--- config.mk ---
export PLATFORM = sky130hd
export DESIGN_NAME = frame_rms_top_flat
export DESIGN_NICKNAME = d
export VERILOG_FILES = /design/src/frms_pkg.sv /design/src/frms_if.sv /design/src/frms_ctrl.sv /design/src/frms_datapath.sv /design/src/frame_rms_top.sv /design/src/flat_wrapper.sv
export SDC_FILE = /design/constraint.sdc
export NUM_CORES = 1
export LEC_CHECK = 0
export BUFFER_PORTS_ARGS = -buffer_cell sky130_fd_sc_hd__buf_2
export CAP_MARGIN = 20
export CELL_PAD_IN_SITES_DETAIL_PLACEMENT = 1
export CELL_PAD_IN_SITES_GLOBAL_PLACEMENT = 1
export CORE_MARGIN = 2
export CORE_UTILIZATION = 45
export CTS_CLUSTER_SIZE = 40
export DETAILED_ROUTE_END_ITERATION = 10
export GPL_TIMING_DRIVEN = 1
export PLACE_DENSITY = 0.76
export RECOVER_POWER = 50
export SLEW_MARGIN = 10
export SYNTH_ARGS = -nofsm -noshare
export SYNTH_HDL_FRONTEND = slang
export SYNTH_SLANG_ARGS = --single-unit
--- constraint.sdc ---
create_clock -name clk_i -period 6.2 [get_ports clk_i]
set_input_delay 0.31 -clock clk_i [delete_from_list [all_inputs] [get_ports clk_i]]
set_output_delay 0.31 -clock clk_i [all_outputs]
set_load 0.1 [all_outputs]
--- src/frms_pkg.sv ---
package frms_pkg;

  localparam int unsigned SampleW           = 16;
  localparam int unsigned RmsW              = 16;
  localparam int unsigned CountOutW         = 13;
  localparam int unsigned MaxLenDefault     = 4096;
  localparam int unsigned SampleBitsDefault = 16;

  // Commands from the controller to the datapath.
  typedef struct packed {
    logic take;
    logic div_init;
    logic div_step;
    logic sqrt_init;
    logic sqrt_step;
    logic finish;
  } cmd_t;

  // Status from the datapath to the controller.
  typedef struct packed {
    logic out_busy;
  } status_t;

endpackage

--- src/frms_if.sv ---
interface frms_in_if;
  import frms_pkg::*;

  logic                      valid;
  logic                      ready;
  logic signed [SampleW-1:0] sample;
  logic                      last;

  modport source (output valid, output sample, output last, input ready);
  modport sink (input valid, input sample, input last, output ready);

endinterface

interface frms_out_if;
  import frms_pkg::*;

  logic                 valid;
  logic                 ready;
  logic [RmsW-1:0]      rms;
  logic [CountOutW-1:0] sample_count;
  logic                 overflow;

  modport source (output valid, output rms, output sample_count, output overflow,
                  input ready);
  modport sink (input valid, input rms, input sample_count, input overflow,
                output ready);

endinterface

--- src/frms_ctrl.sv ---
module frms_ctrl import frms_pkg::*; #(
  parameter int unsigned MAX_LEN     = MaxLenDefault,
  parameter int unsigned SAMPLE_BITS = SampleBitsDefault
) (
  input  logic    clk_i,
  input  logic    rst_ni,
  input  logic    in_valid_i,
  input  logic    in_last_i,
  output logic    in_ready_o,
  input  status_t status_i,
  output cmd_t    cmd_o
);

  localparam int unsigned CntW  = $clog2(MAX_LEN + 1);
  localparam int unsigned SumW  = 2 * SAMPLE_BITS - 2 + CntW;
  localparam int unsigned StepW = $clog2(SumW);

  typedef enum logic [5:0] {
    S_ACCUM  = 6'b000001,
    S_FLUSH  = 6'b000010,
    S_DIV    = 6'b000100,
    S_SQINIT = 6'b001000,
    S_SQRT   = 6'b010000,
    S_DONE   = 6'b100000
  } state_e;

  state_e           state_q, state_d;
  logic [StepW-1:0] step_q, step_d;

  always_comb begin
    state_d    = state_q;
    step_d     = step_q;
    cmd_o      = '0;
    in_ready_o = 1'b0;
    unique case (state_q)
      S_ACCUM: begin
        in_ready_o = 1'b1;
        cmd_o.take = in_valid_i;
        if (in_valid_i && in_last_i) begin
          state_d = S_FLUSH;
        end
      end
      S_FLUSH: begin
        cmd_o.div_init = 1'b1;
        step_d         = StepW'(SumW - 1);
        state_d        = S_DIV;
      end
      S_DIV: begin
        cmd_o.div_step = 1'b1;
        if (step_q == '0) begin
          state_d = S_SQINIT;
        end else begin
          step_d = step_q - 1'b1;
        end
      end
      S_SQINIT: begin
        cmd_o.sqrt_init = 1'b1;
        step_d          = StepW'(SAMPLE_BITS - 1);
        state_d         = S_SQRT;
      end
      S_SQRT: begin
        cmd_o.sqrt_step = 1'b1;
        if (step_q == '0) begin
          state_d = S_DONE;
        end else begin
          step_d = step_q - 1'b1;
        end
      end
      S_DONE: begin
        if (!status_i.out_busy) begin
          cmd_o.finish = 1'b1;
          state_d      = S_ACCUM;
        end
      end
      default: begin
        state_d = S_ACCUM;
      end
    endcase
  end

  always_ff @(posedge clk_i or negedge rst_ni) begin
    if (!rst_ni) begin
      state_q <= S_ACCUM;
      step_q  <= '0;
    end else begin
      state_q <= state_d;
      step_q  <= step_d;
    end
  end

endmodule

--- src/frms_datapath.sv ---
module frms_datapath import frms_pkg::*; #(
  parameter int unsigned MAX_LEN     = MaxLenDefault,
  parameter int unsigned SAMPLE_BITS = SampleBitsDefault
) (
  input  logic                      clk_i,
  input  logic                      rst_ni,
  input  cmd_t                      cmd_i,
  input  logic signed [SampleW-1:0] sample_i,
  input  logic                      out_ready_i,
  output status_t                   status_o,
  output logic                      out_valid_o,
  output logic [RmsW-1:0]           rms_o,
  output logic [CountOutW-1:0]      sample_count_o,
  output logic                      overflow_o
);

  localparam int unsigned SampW = SAMPLE_BITS;
  localparam int unsigned CntW  = $clog2(MAX_LEN + 1);
  localparam int unsigned SqW   = 2 * SampW;
  localparam int unsigned SumW  = 2 * SampW - 2 + CntW;
  localparam int unsigned RootW = SampW;
  localparam int unsigned RadW  = 2 * RootW;

  logic [SampW-1:0] samp;
  logic [SampW-1:0] mag;

  logic [SqW-1:0]   sq_q, sq_d;
  logic             sq_vld_q, sq_vld_d;
  logic [SumW-1:0]  sum_q, sum_d;
  logic [CntW-1:0]  count_q, count_d;
  logic             ovf_q, ovf_d;

  logic [CntW-1:0]  rem_q, rem_d;
  logic [CntW:0]    div_trial;
  logic             div_ge;

  logic [RadW-1:0]  rad_q, rad_d;
  logic [RootW-1:0] root_q, root_d;
  logic [RootW+1:0] srem_q, srem_d;
  logic [RootW+1:0] sq_shift;
  logic [RootW+1:0] sq_trial;
  logic             sq_ge;

  logic                 out_vld_q, out_vld_d;
  logic [RmsW-1:0]      rms_q;
  logic [CountOutW-1:0] cnt_out_q;
  logic                 ovf_out_q;

  if (SampW <= SampleW) begin : g_narrow
    assign samp = sample_i[SampW-1:0];
  end else begin : g_wide
    assign samp = SampW'($unsigned(sample_i));
  end

  assign mag = samp[SampW-1] ? (~samp + 1'b1) : samp;

  assign div_trial = {rem_q, sum_q[SumW-1]};
  assign div_ge    = div_trial >= {1'b0, count_q};

  assign sq_shift = {srem_q[RootW-1:0], rad_q[RadW-1 -: 2]};
  assign sq_trial = {root_q, 2'b01};
  assign sq_ge    = sq_shift >= sq_trial;

  always_comb begin
    sq_d      = sq_q;
    sq_vld_d  = 1'b0;
    sum_d     = sum_q;
    count_d   = count_q;
    ovf_d     = ovf_q;
    rem_d     = rem_q;
    rad_d     = rad_q;
    root_d    = root_q;
    srem_d    = srem_q;
    out_vld_d = out_vld_q && !out_ready_i;

    if (cmd_i.take) begin
      if (count_q < CntW'(MAX_LEN)) begin
        sq_d     = SqW'(mag) * SqW'(mag);
        sq_vld_d = 1'b1;
        count_d  = count_q + 1'b1;
      end else begin
        ovf_d = 1'b1;
      end
    end

    if (sq_vld_q) begin
      sum_d = sum_q + SumW'(sq_q);
    end

    if (cmd_i.div_init) begin
      rem_d = '0;
    end

    if (cmd_i.div_step) begin
      rem_d = div_ge ? CntW'(div_trial - {1'b0, count_q}) : CntW'(div_trial);
      sum_d = {sum_q[SumW-2:0], div_ge};
    end

    if (cmd_i.sqrt_init) begin
      rad_d  = RadW'(sum_q);
      root_d = '0;
      srem_d = '0;
    end

    if (cmd_i.sqrt_step) begin
      rad_d = {rad_q[RadW-3:0], 2'b00};
      if (sq_ge) begin
        srem_d = sq_shift - sq_trial;
        root_d = {root_q[RootW-2:0], 1'b1};
      end else begin
        srem_d = sq_shift;
        root_d = {root_q[RootW-2:0], 1'b0};
      end
    end

    if (cmd_i.finish) begin
      sum_d     = '0;
      count_d   = '0;
      ovf_d     = 1'b0;
      out_vld_d = 1'b1;
    end
  end

  always_ff @(posedge clk_i or negedge rst_ni) begin
    if (!rst_ni) begin
      sq_vld_q  <= 1'b0;
      sum_q     <= '0;
      count_q   <= '0;
      ovf_q     <= 1'b0;
      out_vld_q <= 1'b0;
    end else begin
      sq_vld_q  <= sq_vld_d;
      sum_q     <= sum_d;
      count_q   <= count_d;
      ovf_q     <= ovf_d;
      out_vld_q <= out_vld_d;
    end
  end

  always_ff @(posedge clk_i) begin
    sq_q   <= sq_d;
    rem_q  <= rem_d;
    rad_q  <= rad_d;
    root_q <= root_d;
    srem_q <= srem_d;
    if (cmd_i.finish) begin
      rms_q     <= RmsW'(root_q);
      cnt_out_q <= CountOutW'(count_q);
      ovf_out_q <= ovf_q;
    end
  end

  assign status_o.out_busy = out_vld_q;
  assign out_valid_o       = out_vld_q;
  assign rms_o             = rms_q;
  assign sample_count_o    = cnt_out_q;
  assign overflow_o        = ovf_out_q;

endmodule

--- src/frame_rms_top.sv ---
// Channel  Dir  Fields                          Word
// in_i     in   sample[15:0] signed, last       one sample of a frame
// out_o    out  rms[15:0], sample_count[12:0],  one result per frame
//               overflow
//
// Samples are taken one word per cycle while a frame accumulates.
// After the word marked last, the input stalls while the controller steps through
// its flush, divide, root-init, square-root and done states in that order.
// The divide and square-root states drive the restoring divider (one quotient bit
// a cycle) and the square root unit (one root bit a cycle) that follows it.
// The result sits in an output register, so the next frame accumulates while it
// waits; a further frame end waits only if that result has still not been taken.
// Reset clears the running sum, the count, the overflow flag and the output valid.
module frame_rms_top import frms_pkg::*; #(
  parameter int unsigned MAX_LEN     = MaxLenDefault,
  parameter int unsigned SAMPLE_BITS = SampleBitsDefault
) (
  input logic        clk_i,
  input logic        rst_ni,
  frms_in_if.sink    in_i,
  frms_out_if.source out_o
);

  cmd_t    cmd;
  status_t status;
  logic    in_ready;

  frms_ctrl #(
    .MAX_LEN     (MAX_LEN),
    .SAMPLE_BITS (SAMPLE_BITS)
  ) u_ctrl (
    .clk_i      (clk_i),
    .rst_ni     (rst_ni),
    .in_valid_i (in_i.valid),
    .in_last_i  (in_i.last),
    .in_ready_o (in_ready),
    .status_i   (status),
    .cmd_o      (cmd)
  );

  frms_datapath #(
    .MAX_LEN     (MAX_LEN),
    .SAMPLE_BITS (SAMPLE_BITS)
  ) u_datapath (
    .clk_i          (clk_i),
    .rst_ni         (rst_ni),
    .cmd_i          (cmd),
    .sample_i       (in_i.sample),
    .out_ready_i    (out_o.ready),
    .status_o       (status),
    .out_valid_o    (out_o.valid),
    .rms_o          (out_o.rms),
    .sample_count_o (out_o.sample_count),
    .overflow_o     (out_o.overflow)
  );

  assign in_i.ready = in_ready;

  // A closing word stops intake until the result has been computed.
  a_stall_after_last: assert property (@(posedge clk_i) disable iff (!rst_ni)
    (in_i.valid && in_i.ready && in_i.last) |=> !in_i.ready)
    else $error("input ready right after a frame end");

  // A new result is only loaded into a free output register.
  a_finish_free: assert property (@(posedge clk_i) disable iff (!rst_ni)
    cmd.finish |-> !out_o.valid)
    else $error("result loaded over a pending result");

  // An overflowed frame always reports the saturated count.
  a_ovf_count: assert property (@(posedge clk_i) disable iff (!rst_ni)
    (out_o.valid && out_o.overflow) |-> (out_o.sample_count == CountOutW'(MAX_LEN)))
    else $error("overflow reported without a saturated count");

endmodule

--- src/flat_wrapper.sv ---
// flat-port wrapper written by rule: the top's interface ports become plain ports
module frame_rms_top_flat import frms_pkg::*;
#(
  parameter int unsigned MAX_LEN     = MaxLenDefault,
  parameter int unsigned SAMPLE_BITS = SampleBitsDefault
)
  (clk_i, rst_ni, in_i_valid, in_i_sample, in_i_last, in_i_ready, out_o_valid, out_o_rms, out_o_sample_count, out_o_overflow, out_o_ready);
  frms_in_if in_i_i ();
  frms_out_if out_o_i ();
  input logic clk_i;
  input logic rst_ni;
  input wire logic [$bits(in_i_i.valid)-1:0] in_i_valid;
  input wire logic [$bits(in_i_i.sample)-1:0] in_i_sample;
  input wire logic [$bits(in_i_i.last)-1:0] in_i_last;
  output wire logic [$bits(in_i_i.ready)-1:0] in_i_ready;
  output wire logic [$bits(out_o_i.valid)-1:0] out_o_valid;
  output wire logic [$bits(out_o_i.rms)-1:0] out_o_rms;
  output wire logic [$bits(out_o_i.sample_count)-1:0] out_o_sample_count;
  output wire logic [$bits(out_o_i.overflow)-1:0] out_o_overflow;
  input wire logic [$bits(out_o_i.ready)-1:0] out_o_ready;
  assign in_i_i.valid = in_i_valid;
  assign in_i_i.sample = in_i_sample;
  assign in_i_i.last = in_i_last;
  assign in_i_ready = in_i_i.ready;
  assign out_o_valid = out_o_i.valid;
  assign out_o_rms = out_o_i.rms;
  assign out_o_sample_count = out_o_i.sample_count;
  assign out_o_overflow = out_o_i.overflow;
  assign out_o_i.ready = out_o_ready;
  frame_rms_top #(.MAX_LEN(MAX_LEN), .SAMPLE_BITS(SAMPLE_BITS)) u_core (.clk_i(clk_i), .rst_ni(rst_ni), .in_i(in_i_i), .out_o(out_o_i));
endmodule
== Word-level counts from Yosys, hierarchy flattened ==
Cells that the tools add are included.
Storage, ports and cells
  word-level logic and storage cells: 94
  memories kept: 0
  bits in latches: 0
  register bits after elaboration: 210
  bits in writable memories: 0
  output and inout bits: 32
  bits in read-only memories: 0
  input bits: 21
Operators by class
  magnitude comparators: 3
  eq/ne operators: 12
  mux-type cells: 39
  bitwise gates (word level): 1
  reduce and logical (&&, ||, !) cells: 16
  div/mod/pow operators: 0
  $mul: 1
  $add $sub $neg: 6
  shifts and indexed selects: 0
Operators with widths (count)
  $mux 43: 3
  $mux 16: 6
  $mux 13: 6
  $mux 32: 2
  $add 43x32->43: 1
  $pmux 6 s6: 1
  $mul 16x16->32: 1
  $mux 6: 5
  $ge 18x18->1: 1
  $pmux 6 s3: 1
  $add 16x1->16 const B: 1
  $not 16->16: 1
  $sub 16x16->16: 1
  $mux 1: 15
  $ge 14x13->1: 1
  $add 13x1->13 const B: 1
  $lt 13x13->1 const B: 1
  $sub 13x13->13: 1
  $ne 2x2->1 const B: 5
  $reduce_and 2->1: 4
  $reduce_bool 2->1: 4
  $eq 6x1->1 const B: 1
  $eq 6x2->1 const B: 1
  $eq 6x3->1 const B: 1
  11 further kinds: 13

== Longest topological paths before layout ==
Gate-level depths: netlist of the first run.
  depth in word-level cells: 4
  gate-level depth with buffers: 32
  depth with buffers taken out: 30

== Cells and area by module ==
A second synthesis of the first run with hierarchy kept.
Second synthesis, totals
  cell total of the unflattened synthesis: 2006
  area total of the unflattened synthesis: 19404.9 um^2
By module, submodules not included
  frms_datapath: area each 18606.6 um^2, seq. area each 5600.4 um^2, cells an instance 1921, times used 1
  frms_ctrl: area each 798.3 um^2, seq. area each 301.5 um^2, cells an instance 85, times used 1

== Worst setup path after synthesis of the first run ==
No wires, ideal clock.
  path type: input -> register
  start point: in in_i_sample[0]
  end point: reg u_core.u_datapath.sq_q[31], data pin
  slack: -1.634 ns
  stages on the path: 27
  arrival time: 7.572 ns
  data required time: 5.938 ns
  buffers on the path: 2
  library setup time: 0.262 ns
  cell sequence: inv_1 > clkbuf_1 > ha_1 > nand2_1 > or3_1 > o41ai_2 > xor2_1 > buf_2 > nor2_1 > fa_1 > fa_1 > fa_1 > fa_1 > fa_1 > inv_1 > fa_1 > inv_1 > ha_1 > a21o_1 > a21oi_2 > nor2_1 > a311o_1 > a311o_1 > a311o_1 > a21o_1 > a221oi_2 > xnor2_1
Between the ends
  word-level cells in the longest chain between the ends: 4
Ends and longest elaborated chain
  from (decl): line flat_wrapper.sv:13  | input wire logic [$bits(in_i_i.sample)-1:0] in_i_sample;
  $not 16->16: line frms_datapath.sv:55  | assign mag = samp[SampW-1] ? (~samp + 1'b1) : samp;
  $add 16x1->16: line frms_datapath.sv:55
  $mux 16 *: line frms_datapath.sv:55
  $mul 16x16->32 *: line frms_datapath.sv:78  | sq_d = SqW'(mag) * SqW'(mag);
  to (signal assigned): line frms_datapath.sv:141  | sq_q <= sq_d;
  to (decl): line frms_datapath.sv:27  | logic [SqW-1:0] sq_q, sq_d;
Mark *: on every way between the ends. The rest lies on a longest branch, timed or not.
A chain may end at the register's enable or synchronous reset.

== Worst setup path in the final report of the first run ==
  start point: in in_i_sample[8]
  end point: reg u_core.u_datapath.sq_q[31], data pin
The elaborated chain is that of the path after synthesis.

==> results of run 1 <==
==> cell type report <==
class / instances / area (um^2)
Fill cell: 4720 / 19200
Multi-Input combinational cell: 1399 / 12100
Sequential cell: 209 / 5900
Timing Repair Buffer: 263 / 1880
Inverter: 301 / 1140
Tap cell: 539 / 674
Clock buffer: 28 / 626
Clock inverter: 12 / 121
==> per-layer routing <==
layer	part of all wire	up-vias	global-route usage
li1	-	7118	-
met1	0.41	7571	0.279
met2	0.54	253	0.461
met3	0.024	86	0.0189
met4	0.026	0	0.0653
met5	0	-	0
==> how the worst max path moves through the flow <==
stage                                                 endpoint  slack, ns
after floorplan           u_core.u_datapath.sq_q[31]$_DFFE_PP_      -1.08
after global placement    u_core.u_datapath.sq_q[31]$_DFFE_PP_      -1.40
after detailed placement  u_core.u_datapath.sq_q[31]$_DFFE_PP_      -1.60
after CTS                 u_core.u_datapath.sq_q[31]$_DFFE_PP_      -0.85
after global routing      u_core.u_datapath.sq_q[31]$_DFFE_PP_      -1.16
final                     u_core.u_datapath.sq_q[31]$_DFFE_PP_      -1.04
==> worst max-delay path, stage by stage <==
cell and delay (ns):
buf_6 0.09, or4_4 0.54, or3_4 0.38, o41ai_4 0.30
buf_4 0.20, xor2_4 0.23, nor2_2 0.06, buf_4 0.14
fa_1 0.54, fa_1 0.46, fa_1 0.57, fa_1 0.44
fa_1 0.51, inv_2 0.05, fa_1 0.55, inv_2 0.05
ha_4 0.22, a21oi_2 0.18, o21ai_2 0.11, a311o_1 0.34
a311o_1 0.32, a311o_1 0.28, a21o_1 0.20, a221oi_2 0.30
xnor2_1 0.10
==> stage by stage <==
stage	std cells	setup TNS [ns]
6_report	2751	-9.25
3_3_place_gp	2682	-17.16
2_1_floorplan	1969	-8.10
5_1_grt	2751	-12.39
3_5_place_dp	2682	-20.60
4_1_cts	2745	-6.79
==> kinds of logic after synthesis <==
group / Yosys count
and+or+nand+nor: 500
AOI/OAI and AO/OA: 423
buffers and inverters: 361
adders and majority gates: 329
DFF: 209
xor gates and xnor gates: 108
muxes: 28
other: 2
==> flip-flops by register name, indices dropped and copies added, names as in the netlist <==
name and count:
u_core.u_datapath.sq_vld_q 1, u_core.u_datapath.out_valid_o 1, u_core.u_datapath.rem_q 13, u_core.u_datapath.rms_o 16, u_core.u_ctrl.state_q 6, u_core.u_datapath.sample_count_o 13, u_core.u_datapath.count_q 13, u_core.u_datapath.sq_q 31
u_core.u_datapath.rad_q 32, u_core.u_datapath.ovf_q 1, u_core.u_datapath.sum_q 43, u_core.u_datapath.root_q 16, u_core.u_ctrl.step_q 6, u_core.u_datapath.srem_q 16, u_core.u_datapath.overflow_o 1
==> repair_timing <==
action                     in CTS  in global routing
pin swaps                      38                 20
resized for setup              55                 28
hold buffers                    2                  0
setup endpoints to repair      18                 21
hold endpoints to repair       69                  0
buffers inserted               23                  8
==> cell usage after synthesis (all sizes together), types with 13 or more instances <==
master,number,area [um^2]
inv,298,1120
nor2,181,689
fa,166,3320
ha,163,2040
nand2,142,533
a21oi,140,704
edfxtp,136,4080
o21ai,100,504
xnor2,73,639
dfrtp,70,1750
clkbuf,51,191
nand3,41,205
xor2,35,314
a22o,30,263
a211oi,29,218
a21o,29,218
mux2i,26,260
nor3,24,125
nand4,20,125
o21a,18,135
and3,14,91.3
a31oi,13,87.6
nand2b,13,81.3
or3,13,81.3
==> results_dict.tcl, run 1 <==
set metrics [dict create \
    critical_path_required_ns 6.46 \
    max_freq_ghz 0.138 \
    fin_nets 2546 \
    synth_top_family_by_area "adder cells" \
    syn2layout_area_growth_pct 19.2 \
    drc 0 \
    layout_common_cells "inv_1, buf_4, nor2_1" \
    final_cell_area_um2 22500 \
    critical_path.endpoint_type "flip-flop" \
    numCtsBuffers 22 \
    wire_per_inst_um 18.9 \
    min_path_cells 3 \
    ys_warn_count 0 \
    final_common_cell "inv_1" \
    die_h_um 209 \
    r2r_end "u_core.u_ctrl.step_q[5]$_DFFE_PN0P_" \
    clkTransAtPathRegs_ns 0.06 \
    crit_type "primary input to flip-flop" \
    initial_core_util 0.453 \
    dr.first_iter.drc_count 657 \
    grt_pass1_vias 16700 \
    min_from "in_i_valid" \
    port_buffers 52 \
    timing.final.ws_setup_ns -1.04 \
    cts_tree "done" \
    clockBufferDepth 3 \
    place_hpwl_mm 39.6 \
    fin_util 0.540 \
    vias_per_cell 5.46 \
    period_minus_slack_ns 7.24 \
    routed_wl_mm 52.1 \
    ff2ff_path_depth 8 \
    ys_types 84 \
    gp_congestion 0.884 \
    place_area_um2 21200 \
    crit_fanout 4 \
    whs_ns 0.120 \
    root_buffer "clkbuf_16" \
    synth_adder_area_share 0.284 \
    max_cap_viol_count 4 \
    grt_pass1_wl_mm 84.9 \
    worstPathArrival_ns 7.49 \
    rows 75 \
    chipWidth_um 209 \
    cp-start-kind "primary input" \
    clock_latency_ns 0.52 \
    finalHoldViolations 0 \
    violations "max-capacitance violations, max-slew violations, negative setup slack" \
    num_vias 15000 \
    dp_slack_ns -1.60 \
    ys_seq_area_frac 0.313 \
    ys.flop_type "edfxtp_1" \
    io_pins 53 \
    tightest_slew_ns 4.15 \
    synth_compound_area_frac 0.143 \
    drive_above_1_share 0.172 \
    slew_violations 157 \
    core_um2 41700 \
    fin_crit_sh 1.17 \
    synth_seq_cells 209 \
    crit_start "in_i_sample[8]" \
    slew_headroom -1.77 \
    synthXorXnorAreaFrac 0.0505 \
    htree_levels 1 \
    rsz0062_at_grt "true" \
    antenna_found_initial 0 \
    synth.avg_cell_area_um2 9.62 \
    hp-class "primary input to flip-flop" \
    regToRegSetupSlack_ns 2.38 \
    synthSimpleGateAreaFrac 0.122 \
    cts.sinks 209 \
    async_flop_share 0.340 \
    finalSetupViolCount 16 \
    grtUsageTotal 0.238 \
    dieArea_um2 43600 \
    syn_area_um2 18900 \
    antenna_left 0 \
    status "finished, violations left" \
    grt_max_degree 72 \
    min_to "u_core.u_datapath.ovf_q$_DFFE_PN0P_" \
    diodes 0 \
    synthMuxAreaShare 0.0150 \
    r2r_start "u_core.u_ctrl.state_q[1]$_DFFE_PN0P_" \
    overflow 0 \
    firstDrtPassIters 5 \
    synthCells 1960 \
    synth_edf_count 136 \
    finClkSkew_ns 0.0101 \
]
Power of run 1 is left out: the tool's default activity adds up to more than one toggle a clock period on the data nets, which glitch-free logic cannot reach.
==> run 2, diff against run 1 <==
SETUP_SLACK_MARGIN = 0.5   (was not set)
==> run 2 against run 1 <==
Against the previous run:
- the run still ends with max-capacitance violations, max-slew violations, negative setup slack left
- die area is the same
- final cell count grew 0.15%
- register-to-register slack gained 0.09 ns
- final area grew 0.33%
- count of clock-buffer cells in the layout grew 6
- critical path depth grew 1
- routed wire length grew 0.59%
- maximum frequency grew 2.6%
- first-iteration DRC count grew 1.2%
- via count grew 0.79%
- highest routed layer unchanged
- sequential share of layout area shrank 0.087 points
==> results_dict.tcl, run 2 (same netlist as run 1, synthesis figures left out) <==
set metrics [dict create \
    finalHoldViolations 0 \
    crit_path_max_incr_delay_ns 0.54 \
    rows 75 \
    ff2ff_path_depth 8 \
    grtUsageTotal 0.239 \
    crit_fanout 4 \
    place_hpwl_mm 39.9 \
    fin_crit_sh 1.14 \
    final_cell_area_um2 22600 \
    dp_slack_ns -1.61 \
    grtUsageMet2 0.459 \
    diodes 0 \
    cp-start-kind "primary input" \
    firstDrtPassIters 5 \
    period_minus_slack_ns 7.05 \
    antenna_found_initial 0 \
    drive_above_1_share 0.177 \
    stdcell_count 2755 \
    timing.final.ws_setup_ns -0.851 \
    grt_pass1_wl_mm 85.2 \
    finalSetupViolCount 16 \
    min_from "in_i_last" \
    reg.largest.list "u_core.u_datapath.sum_q x43, u_core.u_datapath.rad_q x32, u_core.u_datapath.sq_q x31" \
    fin_nets 2550 \
    critical_path_required_ns 6.46 \
    violations "max-capacitance violations, max-slew violations, negative setup slack" \
    max_freq_ghz 0.142 \
    max_cap_viol_count 4 \
    met1_usage 0.283 \
    layout_common_cells "inv_1, buf_4, nor2_1" \
    place_area_um2 21300 \
    grt.busiest_layer "met2" \
    critical_path.endpoint_type "flip-flop" \
    grt_max_degree 75 \
    cp_common_cell "fa_1" \
    regToRegSetupSlack_ns 2.47 \
    clkTransAtPathRegs_ns 0.06 \
    drc 0 \
    numCtsBuffers 22 \
    rsz0062_at_grt "true" \
    dieArea_um2 43600 \
    clock_latency_ns 0.52 \
    finClkSkew_ns 0.0128 \
    root_buffer "clkbuf_16" \
    slew_headroom -1.75 \
    crit_type "primary input to flip-flop" \
    overflow 0 \
    grt_pass1_vias 17000 \
    vias_per_cell 5.50 \
    core_um2 41700 \
    port_buffers 52 \
    antenna_left 0 \
    cts_tree "done" \
    min_path_cells 4 \
    regMostFlops "u_core.u_datapath.sum_q" \
    gp_congestion 0.882 \
    min_to "u_core.u_ctrl.state_q[0]$_DFFE_PN1P_" \
    wire_per_inst_um 19.0 \
    tightest_slew_ns 4.12 \
    setup_tns_ns -7.45 \
    critPathSlowestCell "or4_4" \
    dr.first_iter.drc_count 665 \
    num_vias 15100 \
    use_met3 0.0162 \
    status "finished, violations left" \
    hp-class "primary input to flip-flop" \
    initial_core_util 0.453 \
    clockBufferDepth 3 \
    syn2layout_area_growth_pct 19.6 \
    largest_reg_flops 43 \
    r2r_start "u_core.u_ctrl.state_q[1]$_DFFE_PN0P_" \
    placed_cells 2684 \
    chipWidth_um 209 \
    htree_levels 1 \
    slew_violations 156 \
    r2r_end "u_core.u_ctrl.step_q[5]$_DFFE_PN0P_" \
    die_h_um 209 \
    cts.sinks 209 \
    routed_wl_mm 52.4 \
    io_pins 53 \
    worstPathArrival_ns 7.31 \
    final_common_cell "inv_1" \
]
[run 2: cell count changes in the layout (fill, tap and decap cells not counted), moves of 5 or more]
cell / change
inv_2: +7
buf_4: -5
buf_6: +9
clkbuf_1: +7
ha_1: -5
inv_1: -7
[run 2: routing by layer]
metal | vias to the layer above | part of all wire
met5 | - | 0
li1 | 7120 | -
met3 | 102 | 0.024
met1 | 7673 | 0.41
met4 | 0 | 0.029
met2 | 251 | 0.53
[run 2: area by class of cell]
type,count,area [um^2]
Clock inverter,6,62.6
Clock buffer,34,648
Timing Repair Buffer,267,1920
Fill cell,4683,19100
Tap cell,539,674
Inverter,301,1140
Multi-Input combinational cell,1399,12200
Sequential cell,209,5900
[run 2: through the flow]
stage          hold WS [ns]  utilization
2_1_floorplan        0.0144            -
3_3_place_gp          0.109        0.510
3_5_place_dp          0.109        0.510
4_1_cts              0.0990        0.535
5_1_grt               0.137        0.542
6_report              0.122        0.542
[run 2: worst max path at each step]
stage,from,to,slack (ns),cells after the start
after floorplan,in_i_sample[8],u_core.u_datapath.sq_q[31]$_DFFE_PP_,-1.08,25
after global placement,in_i_sample[8],u_core.u_datapath.sq_q[31]$_DFFE_PP_,-1.34,24
after detailed placement,in_i_sample[2],u_core.u_datapath.sq_q[31]$_DFFE_PP_,-1.61,27
after CTS,in_i_sample[8],u_core.u_datapath.sq_q[31]$_DFFE_PP_,-0.83,26
after global routing,in_i_sample[8],u_core.u_datapath.sq_q[31]$_DFFE_PP_,-1.06,26
final,in_i_sample[8],u_core.u_datapath.sq_q[31]$_DFFE_PP_,-0.85,26
[run 2: worst max-delay path: cells and delay by family]
family	cells	cell delay [ns]
fa+ha+maj	7	3.21
compound gates	8	1.88
simple gates	3	1.01
buf+inv	6	0.56
xor+xnor	2	0.33
[run 2: timing repair]
| item | 4_1_cts | 5_1_grt |
|---|---|---|
| endpoints found under the hold margin | 2 | 0 |
| hold buffers | 2 | 0 |
| pin swaps | 10 | 39 |
| gates resized for setup | 42 | 68 |
| setup endpoints to repair | 22 | 22 |
| buffers inserted | 12 | 14 |
Power of run 2 is left out for the same reason.
